### src/rtl/core/hsv2rgb_pkg.sv
// hsv2rgb_pkg: shared widths, constants and the per-channel weight select
// for the hsv to rgb pixel converter. No dependencies.
`timescale 1ns / 1ps
`default_nettype none

package hsv2rgb_pkg;

	// input field widths
	localparam int HUE_W   = 16;
	localparam int UNIT_W  = 14;
	localparam int BYTE_W  = 8;

	// stream payload widths, padded to whole bytes
	localparam int IN_DATA_W  = 56;
	localparam int OUT_DATA_W = 32;

	// pipeline depth of the converter
	localparam int STAGES = 6;

	// fixed point: s and v in 2^-12 units, chroma in 2^-24 units
	localparam int UNIT_ONE     = 4096;
	localparam int CLAMP_W      = 13;
	localparam int CHROMA_W     = 25;
	localparam int WEIGHT_W     = 10;
	localparam int SUM_W        = 34;
	localparam int SCALE_W      = 39;

	// hue geometry in 1/16 degree units
	localparam int SECTOR_UNITS = 960;
	localparam int TURN_UNITS   = 5760;
	localparam int HUE_OFFSET   = 6 * TURN_UNITS;
	localparam int HUE_U_W      = 17;
	localparam int QUOT_W       = 7;
	localparam int FRAC_W       = 10;
	localparam int SECTOR_W     = 3;

	// reciprocal of 15 for floor(w/15), exact for w below 1052
	localparam int RECIP15       = 2185;
	localparam int RECIP15_SHIFT = 15;
	// reciprocal of 6 for floor(q/6), exact for q below 71
	localparam int RECIP6        = 43;
	localparam int RECIP6_SHIFT  = 8;

	// hue sectors of 60 degrees
	localparam logic [SECTOR_W-1:0] SEC_RED_YEL   = 3'd0;
	localparam logic [SECTOR_W-1:0] SEC_YEL_GRN   = 3'd1;
	localparam logic [SECTOR_W-1:0] SEC_GRN_CYN   = 3'd2;
	localparam logic [SECTOR_W-1:0] SEC_CYN_BLU   = 3'd3;
	localparam logic [SECTOR_W-1:0] SEC_BLU_MAG   = 3'd4;
	localparam logic [SECTOR_W-1:0] SEC_MAG_RED   = 3'd5;

	typedef enum logic [1:0] {
		CH_RED,
		CH_GREEN,
		CH_BLUE
	} chan_t;

	// clamp a signed unit value to 0..4096
	function automatic logic [CLAMP_W-1:0] clamp_unit(logic signed [UNIT_W-1:0] x);
		logic [CLAMP_W-1:0] r;
		if (x < 0) begin
			r = '0;
		end else if (x > UNIT_W'(UNIT_ONE)) begin
			r = CLAMP_W'(UNIT_ONE);
		end else begin
			r = x[CLAMP_W-1:0];
		end
		return r;
	endfunction

	// weight of chroma in one channel: full for the max channel, the ramp
	// for the middle channel, zero for the min channel
	function automatic logic [WEIGHT_W-1:0] chan_weight(chan_t ch,
			logic [SECTOR_W-1:0] sector, logic [FRAC_W-1:0] frac);
		logic [WEIGHT_W-1:0] ramp;
		logic [WEIGHT_W-1:0] full;
		logic [WEIGHT_W-1:0] w;
		full = WEIGHT_W'(SECTOR_UNITS);
		ramp = sector[0] ? (full - frac) : frac;
		w = '0;
		case (ch)
			CH_RED: begin
				case (sector) inside
					SEC_RED_YEL, SEC_MAG_RED: w = full;
					SEC_YEL_GRN, SEC_BLU_MAG: w = ramp;
					default:                  w = '0;
				endcase
			end
			CH_GREEN: begin
				case (sector) inside
					SEC_YEL_GRN, SEC_GRN_CYN: w = full;
					SEC_RED_YEL, SEC_CYN_BLU: w = ramp;
					default:                  w = '0;
				endcase
			end
			CH_BLUE: begin
				case (sector) inside
					SEC_CYN_BLU, SEC_BLU_MAG: w = full;
					SEC_GRN_CYN, SEC_MAG_RED: w = ramp;
					default:                  w = '0;
				endcase
			end
			default: w = '0;
		endcase
		return w;
	endfunction

endpackage

`default_nettype wire

### src/rtl/core/hsv2rgb_chan.sv
// hsv2rgb_chan: one color channel back end, chroma weighting, offset add
// and scaling to a rounded byte over three pipeline stages.
// Depends on hsv2rgb_pkg.
`timescale 1ns / 1ps
`default_nettype none

module hsv2rgb_chan
	import hsv2rgb_pkg::*;
(
	input  wire                   clk,
	input  wire                   en,
	input  wire [CHROMA_W-1:0]    chroma,
	input  wire [WEIGHT_W-1:0]    weight,
	input  wire [SUM_W-1:0]       offset,
	output logic [BYTE_W-1:0]     chan_byte
);

	logic [SUM_W-1:0]       prod_s4;
	logic [SUM_W-1:0]       sum_s5;
	logic [SUM_W-1:0]       prod_full;
	logic [SCALE_W-1:0]     scaled;
	logic [BYTE_W:0]        rounded;

	// chroma times sector weight, value stays below 2^34
	assign prod_full = SUM_W'(chroma) * SUM_W'(weight);

	// byte = (17*sum + 2^29) >> 30, i.e. sum*255/(960*2^24) rounded half up
	assign scaled  = (SCALE_W'(sum_s5) << 4) + SCALE_W'(sum_s5) + (SCALE_W'(1) << 29);
	assign rounded = scaled[SCALE_W-1:30];

	// pipeline registers
	always_ff @(posedge clk) begin
		if (en) begin
			prod_s4   <= prod_full;
			sum_s5    <= prod_s4 + offset;
			chan_byte <= rounded[BYTE_W] ? {BYTE_W{1'b1}} : rounded[BYTE_W-1:0];
		end
	end

endmodule

`default_nettype wire

### src/rtl/core/hsv_to_rgb_pixel_convert_unit.sv
// hsv_to_rgb_pixel_convert_unit: top level of the hsv to rgba pixel converter,
// hue wrap, sector split, chroma and offset front end, valid pipeline.
// Depends on hsv2rgb_pkg and hsv2rgb_chan.
//
// Usage:
//   s_axis carries one pixel per transaction: hue (signed, 1/16 degree),
//   sat and val (signed, 4096 = 1.0, clamped to 0..4096) and an alpha byte.
//   m_axis returns red, green, blue and the unchanged alpha byte.
//   The datapath is a six stage pipeline. One pixel is accepted every cycle
//   while no result waits on a stalled receiver; throughput is then one
//   transaction per clock.
//   All stages advance together; stage depth is set by the hue reciprocal
//   multiply, the v*s multiply and the per-channel 25x10 weighting multiply.
//   When the receiver holds m_axis_tready low with a result waiting, the
//   whole pipeline freezes and s_axis_tready drops, so nothing is lost or
//   repeated; empty stages do not stall the pipeline.
//   arst_n clears all stage valid bits asynchronously; m_axis_tvalid is low
//   out of reset and s_axis_tready is high.
`timescale 1ns / 1ps
`default_nettype none

module hsv_to_rgb_pixel_convert_unit
	import hsv2rgb_pkg::*;
(
	input  wire                     clk,
	input  wire                     arst_n,
	input  wire                     s_axis_tvalid,
	output logic                    s_axis_tready,
	// hue[15:0], sat[29:16], val[43:30], alpha[51:44], zero pad[55:52]
	input  wire [IN_DATA_W-1:0]     s_axis_tdata,
	output logic                    m_axis_tvalid,
	input  wire                     m_axis_tready,
	// red[7:0], green[15:8], blue[23:16], alpha_out[31:24]
	output logic [OUT_DATA_W-1:0]   m_axis_tdata
);

	logic                           en;
	logic [STAGES-1:0]              valid_q;

	logic signed [HUE_W-1:0]        hue;
	logic signed [UNIT_W-1:0]       sat;
	logic signed [UNIT_W-1:0]       val;
	logic [BYTE_W-1:0]              alpha;
	logic signed [HUE_U_W:0]        hue_sum;

	logic [HUE_U_W-1:0]             hue_u_s1;
	logic [CLAMP_W-1:0]             sat_s1;
	logic [CLAMP_W-1:0]             val_s1;
	logic [HUE_U_W-1:0]             hue_u_s2;
	logic [QUOT_W-1:0]              quot_s2;
	logic [CHROMA_W-1:0]            chroma_s2;
	logic [CLAMP_W-1:0]             val_s2;
	logic [FRAC_W-1:0]              frac_s3;
	logic [SECTOR_W-1:0]            sector_s3;
	logic [CHROMA_W-1:0]            chroma_s3;
	logic [CHROMA_W-1:0]            diff_s3;
	logic [SUM_W-1:0]               offset_s4;
	logic [BYTE_W-1:0]              alpha_s1, alpha_s2, alpha_s3, alpha_s4, alpha_s5, alpha_s6;

	logic [22:0]                    recip_prod;
	logic [HUE_U_W-1:0]             sector_base;
	logic [HUE_U_W-1:0]             frac_full;
	logic [11:0]                    quot6_prod;
	logic [QUOT_W-1:0]              quot_div6;
	logic [QUOT_W-1:0]              sector_full;
	logic [BYTE_W-1:0]              red, green, blue;

	// unpack input transaction
	assign hue   = s_axis_tdata[HUE_W-1:0];
	assign sat   = s_axis_tdata[HUE_W+UNIT_W-1:HUE_W];
	assign val   = s_axis_tdata[HUE_W+2*UNIT_W-1:HUE_W+UNIT_W];
	assign alpha = s_axis_tdata[HUE_W+2*UNIT_W+BYTE_W-1:HUE_W+2*UNIT_W];

	// pipeline advances unless a result waits on a stalled receiver
	assign en            = !valid_q[STAGES-1] || m_axis_tready;
	assign s_axis_tready = en;
	assign m_axis_tvalid = valid_q[STAGES-1];
	assign m_axis_tdata  = {alpha_s6, blue, green, red};

	// valid bits
	always_ff @(posedge clk or negedge arst_n) begin
		if (!arst_n) begin
			valid_q <= '0;
		end else if (en) begin
			valid_q <= {valid_q[STAGES-2:0], s_axis_tvalid};
		end
	end

	// stage 1: shift hue positive by whole turns, clamp s and v
	assign hue_sum = (HUE_U_W+1)'(hue) + (HUE_U_W+1)'(HUE_OFFSET);

	always_ff @(posedge clk) begin
		if (en) begin
			hue_u_s1 <= hue_sum[HUE_U_W-1:0];
			sat_s1   <= clamp_unit(sat);
			val_s1   <= clamp_unit(val);
			alpha_s1 <= alpha;
		end
	end

	// stage 2: sector count floor(u/960) = floor((u>>6)/15), chroma v*s
	assign recip_prod = 23'(hue_u_s1[HUE_U_W-1:6]) * 23'(RECIP15);

	always_ff @(posedge clk) begin
		if (en) begin
			hue_u_s2  <= hue_u_s1;
			quot_s2   <= recip_prod[RECIP15_SHIFT+QUOT_W-1:RECIP15_SHIFT];
			chroma_s2 <= CHROMA_W'(sat_s1) * CHROMA_W'(val_s1);
			val_s2    <= val_s1;
			alpha_s2  <= alpha_s1;
		end
	end

	// stage 3: offset inside the sector, sector mod 6, v - c
	assign sector_base = (HUE_U_W'(quot_s2) << 10) - (HUE_U_W'(quot_s2) << 6);
	assign frac_full   = hue_u_s2 - sector_base;
	assign quot6_prod  = 12'(quot_s2) * 12'(RECIP6);
	assign quot_div6   = QUOT_W'(quot6_prod[11:RECIP6_SHIFT]);
	assign sector_full = quot_s2 - (quot_div6 << 2) - (quot_div6 << 1);

	always_ff @(posedge clk) begin
		if (en) begin
			frac_s3   <= frac_full[FRAC_W-1:0];
			sector_s3 <= sector_full[SECTOR_W-1:0];
			chroma_s3 <= chroma_s2;
			diff_s3   <= {val_s2, 12'b0} - chroma_s2;
			alpha_s3  <= alpha_s2;
		end
	end

	// stages 4 to 6: shared offset term (v-c)*960, alpha delay line
	always_ff @(posedge clk) begin
		if (en) begin
			offset_s4 <= (SUM_W'(diff_s3) << 10) - (SUM_W'(diff_s3) << 6);
			alpha_s4  <= alpha_s3;
			alpha_s5  <= alpha_s4;
			alpha_s6  <= alpha_s5;
		end
	end

	// per-channel weighting and scaling
	hsv2rgb_chan u_chan_red (
		.clk       (clk),
		.en        (en),
		.chroma    (chroma_s3),
		.weight    (chan_weight(CH_RED, sector_s3, frac_s3)),
		.offset    (offset_s4),
		.chan_byte (red)
	);

	hsv2rgb_chan u_chan_green (
		.clk       (clk),
		.en        (en),
		.chroma    (chroma_s3),
		.weight    (chan_weight(CH_GREEN, sector_s3, frac_s3)),
		.offset    (offset_s4),
		.chan_byte (green)
	);

	hsv2rgb_chan u_chan_blue (
		.clk       (clk),
		.en        (en),
		.chroma    (chroma_s3),
		.weight    (chan_weight(CH_BLUE, sector_s3, frac_s3)),
		.offset    (offset_s4),
		.chan_byte (blue)
	);

endmodule

`default_nettype wire
### config.mk
export PLATFORM = sky130hd
export DESIGN_NAME = hsv_to_rgb_pixel_convert_unit
export DESIGN_NICKNAME = d
export VERILOG_FILES = /design/src/rtl/core/hsv2rgb_pkg.sv /design/src/rtl/core/hsv2rgb_chan.sv /design/src/rtl/core/hsv_to_rgb_pixel_convert_unit.sv
export SDC_FILE = /design/constraint.sdc
export NUM_CORES = 2
export LEC_CHECK = 0
export ABC_AREA = 0
export BUFFER_PORTS_ARGS = -buffer_cell sky130_fd_sc_hd__buf_2
export CAP_MARGIN = 20
export CORE_MARGIN = 8
export CORE_UTILIZATION = 45
export DETAILED_ROUTE_END_ITERATION = 8
export PLACE_DENSITY = 0.63
export SYNTH_ARGS = -nofsm -noshare
export SYNTH_HDL_FRONTEND = slang
export SYNTH_SLANG_ARGS = --single-unit
### constraint.sdc
create_clock -name clk -period 55.2 [get_ports clk]
set_clock_uncertainty 0.15 [all_clocks]
set_input_delay 11.04 -clock clk [delete_from_list [all_inputs] [get_ports clk]]
set_output_delay 11.04 -clock clk [all_outputs]
set_load 0.03 [all_outputs]
== Word level (Yosys, flattened, before mapping) ==
Cells that the tools add are included.
Cells by class
  order comparisons: 4
  multiplexer cells: 9
  add/subtract/negate cells: 17
  multipliers: 6
  reduce and logical (&&, ||, !) cells: 11
  equality and inequality tests: 5
Operator list (number)
  $add 38x34->39: 3
  $add 39x30->39 const B: 3
  $add 34x34->34: 3
  $mul 25x10->34: 3
  $mux 10: 7
  $sub 34x31->34: 1
  $gt 14x14->1 const B: 2
  $lt 14x1->1 const B: 2
  $mux 13: 2
  $mul 13x13->25: 1
  $sub 25x25->25: 1
  $mul 11x12->22 const B: 1
  $add 16x17->17 const B: 1
  $reduce_or 2->1: 8
  $mul 7x6->10 const B: 1
  $sub 1x10->10 const A: 1
  $sub 10x10->10: 1
  $sub 10x10->10 const A: 1
  $eq 3x2->1 const B: 2
  $eq 3x3->1 const B: 2
  $sub 3x3->3: 2
  $eq 3x1->1 const B: 1
  $logic_not 3->1: 1
  $logic_not 1->1: 1
  $logic_or 1x1->1: 1
Word-level totals
  logic and storage cells: 82
  input bits: 60
  register bits: 477
  output and inout bits: 34

== Longest topological paths before layout ==
  depth in word-level cells: 5
  mapped depth: 31
  gate-level depth less buffers: 30

== Cells and area by module ==
From an unflattened synthesis, not the netlist that was laid out.
Unflattened totals
  cells, all modules: 5631
  area, all modules: 56272.7 um2
Modules (own cells, without submodules)
  hsv_to_rgb_pixel_convert_unit: area each 17616.9 um2, sequential area each 7236.9 um2, instances 1, cells an instance 1574
  hsv2rgb_chan (u_chan_red): area each 13002.5 um2, sequential area each 2282.2 um2, instances 1, cells an instance 1369
  hsv2rgb_chan (u_chan_green): area each 12866.1 um2, sequential area each 2282.2 um2, instances 1, cells an instance 1350
  hsv2rgb_chan (u_chan_blue): area each 12787.3 um2, sequential area each 2282.2 um2, instances 1, cells an instance 1338

== Worst setup path before layout ==
No wires, ideal clock.
  path kind: input to output
  start point: input m_axis_tready
  end point: output s_axis_tready
  setup slack: 19.951 ns
  arrival: 24.059 ns
  cell stages on the path: 2
  required time: 44.010 ns
  path through: nand2b_1 -> clkbuf_1
Between the ends
  cells in the longest elaborated chain, start to end: 1
Ends and longest elaborated chain
  start: declaration: RTL line hsv_to_rgb_pixel_convert_unit.sv:32  | input wire m_axis_tready,
  $logic_or 1x1->1: RTL line hsv_to_rgb_pixel_convert_unit.sv:75  | assign en = !valid_q[STAGES-1] || m_axis_tready;
  end: declaration: RTL line hsv_to_rgb_pixel_convert_unit.sv:28  | output logic s_axis_tready,
No other way between the ends.

== Final worst setup path ==
Same ends and word-level chain as after synthesis.

==> flow_metrics.py <==
metrics = {
    "critical_path": {
        "path_max_fanout": 38,
        "crit_path_start_kind": "input pin",
        "cp.arrival_ps": 12000,
        "cp-end-kind": "output pin",
        "required_ps": 44010,
        "critPathKind": "in2out",
    },
    "grt": {
        "grt_use_total": 0.1946,
        "first_global_vias": 39120,
        "grt.overflow.total": 0,
        "grt_start_max_net_pins": 86,
        "antenna_found_initial": 5,
        "grt_pass1_wl_um": 208500,
    },
    "logic_synthesis": {
        "synth.area.top_cells": "edfxtp_1 25%, fa_1 25%, ha_1 14%, inv_1 6.5%, and2_1 5.2%",
        "yosysTopAreaCell": "edfxtp_1",
        "synth-async-reset-ratio": 0.01277,
        "synth_top_area_frac": 0.2540,
        "syn_avg_cell_area_um2": 10.01,
        "ys_ff_latch": 470,
        "synthFlopType": "edfxtp_1",
        "ys_types": 79,
        "yosysSeqAreaShare": 0.2567,
        "syn_nets": 6851,
        "syn_area_um2": 54860,
        "synth_edf_count": 464,
        "ys_warn_count": 0,
        "synthCells": 5480,
    },
    "clock_tree": {
        "ctsHoldBuffers": 0,
        "insertion_delay_ps": 670,
        "cts.sinks": 470,
        "htreeDepth": 2,
        "root_buffer": "clkbuf_16",
        "cts_setup_buffers": 0,
        "cts_resized": 0,
        "path_clk_slew_ps": 60,
        "cts-buffers-inserted": 57,
        "cts_tree": "done",
        "cts.path.max_buffers": 3,
    },
    "drt": {
        "wl_um": 127000,
        "ant_nets": 0,
        "viasPerCell": 5.274,
        "drt_iter0_drc": 2119,
        "vias": 37870,
        "drc": 0,
        "wl_per_cell_um": 17.69,
        "detail_route.first_pass.iterations": 5,
    },
    "floorplanning": {
        "fp.dieW_um": 365.2,
        "io_pins": 94,
        "die_y_um": 365.2,
        "die-area_um2": 133300,
        "num_rows": 128,
        "core_um2": 121400,
        "initial_utilization": 0.4519,
    },
    "timing": {
        "fin_tns_setup_ps": 0,
        "tightest_slew_ps": 1071,
        "grt_setup_unrepaired": "no",
        "drv_slew": 0,
        "relSlewSlack": 0.2845,
        "fmax_mhz": 43.12,
        "hold_viol": 0,
        "post-route-min-period_ps": 23190,
        "min_period_over_period": 0.4201,
        "setup_viol_count_final": 0,
    },
    "status": {
        "outcome": "completed",
    },
    "placed_design": {
        "port_buffers": 89,
        "place.gp.congestion": 0.8852,
        "hpwl_um": 97980,
    },
    "flow_run": {
        "cap_violations": 0,
    },
    "final_layout": {
        "layout_common_cells": "957 x inv_1, 682 x fa_1, 629 x ha_1",
        "drive_above_1_share": 0.04952,
        "final_util": 0.4868,
        "nNetsFinal": 6882,
        "layout_commonest_cell": "inv_1",
        "syn_to_final_growth_pct": 7.718,
        "num-fill-cells": 11430,
    },
    "worst_hold_path": {
        "hold_path.class": "reg2reg",
    },
}
logic make-up (layout without fill, tap and decap cells):
| family | after synthesis | count (layout) | synth area share |
|---|---|---|---|
| mux | 9 | 9 | 0.001779 |
| compound gates | 741 | 741 | 0.08841 |
| simple gates | 1546 | 1546 | 0.1405 |
| other cells | 0 | 2 | 0 |
| buf+inv | 1137 | 1210 | 0.07780 |
| flops | 470 | 470 | 0.2567 |
| xor+xnor | 266 | 266 | 0.04247 |
| fa+ha+maj | 1311 | 1311 | 0.3923 |
worst paths after layout:
check                                                 from                                  to  slack [ps]  cells after the start
max in group asynchronous                           arst_n              valid_q[4]$_DFFE_PN0P_       44710                      1
min                        u_chan_red.prod_s4[1]$_DFFE_PP_      u_chan_red.sum_s5[1]$_DFFE_PP_         260                      0
min reg2reg                u_chan_red.prod_s4[1]$_DFFE_PP_      u_chan_red.sum_s5[1]$_DFFE_PP_         260                      0
min in group asynchronous                           arst_n              valid_q[0]$_DFFE_PN0P_       10050                      1
max                                          m_axis_tready                       s_axis_tready       32010                      3
max reg2reg                           frac_s3[0]$_DFFE_PP_  u_chan_green.prod_s4[33]$_DFFE_PP_       46190                     24
stage by stage:
| step | setup WS (ps) | instances | hold slack [ps] | instance area [um^2] |
|---|---|---|---|---|
| 2_1_floorplan | 19950 | 5480 | 250.3 | 54860 |
| 3_3_place_gp | 31990 | 7074 | 250.3 | 57190 |
| 3_5_place_dp | 31980 | 7074 | 254.5 | 57190 |
| 4_1_cts | 31970 | 7175 | 258.2 | 59020 |
| 5_1_grt | 31940 | 7178 | 266.4 | 59090 |
| 6_report | 32010 | 7180 | 257.4 | 59090 |
layout make-up:
class                           count  area [um^2]  area share
Antenna cell                        2        5.005  0.00008470
Multi-Input combinational cell   3873        36590      0.6191
Sequential cell                   470        14080      0.2383
Clock inverter                     39        385.4    0.006522
Timing Repair Buffer              152        962.2     0.01628
Clock buffer                       62         1445     0.02446
Tap cell                         1625         2033     0.03441
Inverter                          957         3592     0.06079
worst max-delay path, cell delays in order:
cell,delay (ps)
buf_2,70
nand2b_4,550
buf_2,320
registers in the layout, summed over array words and instances, names as in the netlist, 10 cells and up:
signal                flops
u_chan_red.sum_s5        34
diff_s3                  24
u_chan_green.sum_s5      34
chroma_s3                25
u_chan_blue.sum_s5       34
offset_s4                28
hue_u_s1                 17
val_s2                   13
chroma_s2                25
frac_s3                  10
val_s1                   13
u_chan_red.prod_s4       34
u_chan_green.prod_s4     34
u_chan_blue.prod_s4      34
sat_s1                   13
hue_u_s2                 10
Yosys cell counts, types with 35 or more instances:
| library cell | instances |
|---|---|
| nand3_1 | 59 |
| and2_1 | 458 |
| inv_1 | 957 |
| nor2b_1 | 55 |
| a21o_1 | 98 |
| nand2_1 | 594 |
| o21ai_1 | 35 |
| nor2_1 | 162 |
| xnor2_1 | 191 |
| ha_1 | 629 |
| o21bai_1 | 37 |
| xor2_1 | 75 |
| o21ai_0 | 94 |
| a21oi_1 | 226 |
| edfxtp_1 | 464 |
| fa_1 | 682 |
| nand2b_1 | 38 |
| clkbuf_1 | 178 |
| nor3_1 | 58 |
layer usage:
layer,GRT usage,part of all wire
met2,0.3211,0.46
met5,0,0.000055
met4,0.05743,0.031
met3,0.02889,0.054
met1,0.2664,0.45
Power is left out: the tool's default activity adds up to more than one toggle a clock period on the data nets, which glitch-free logic cannot reach.
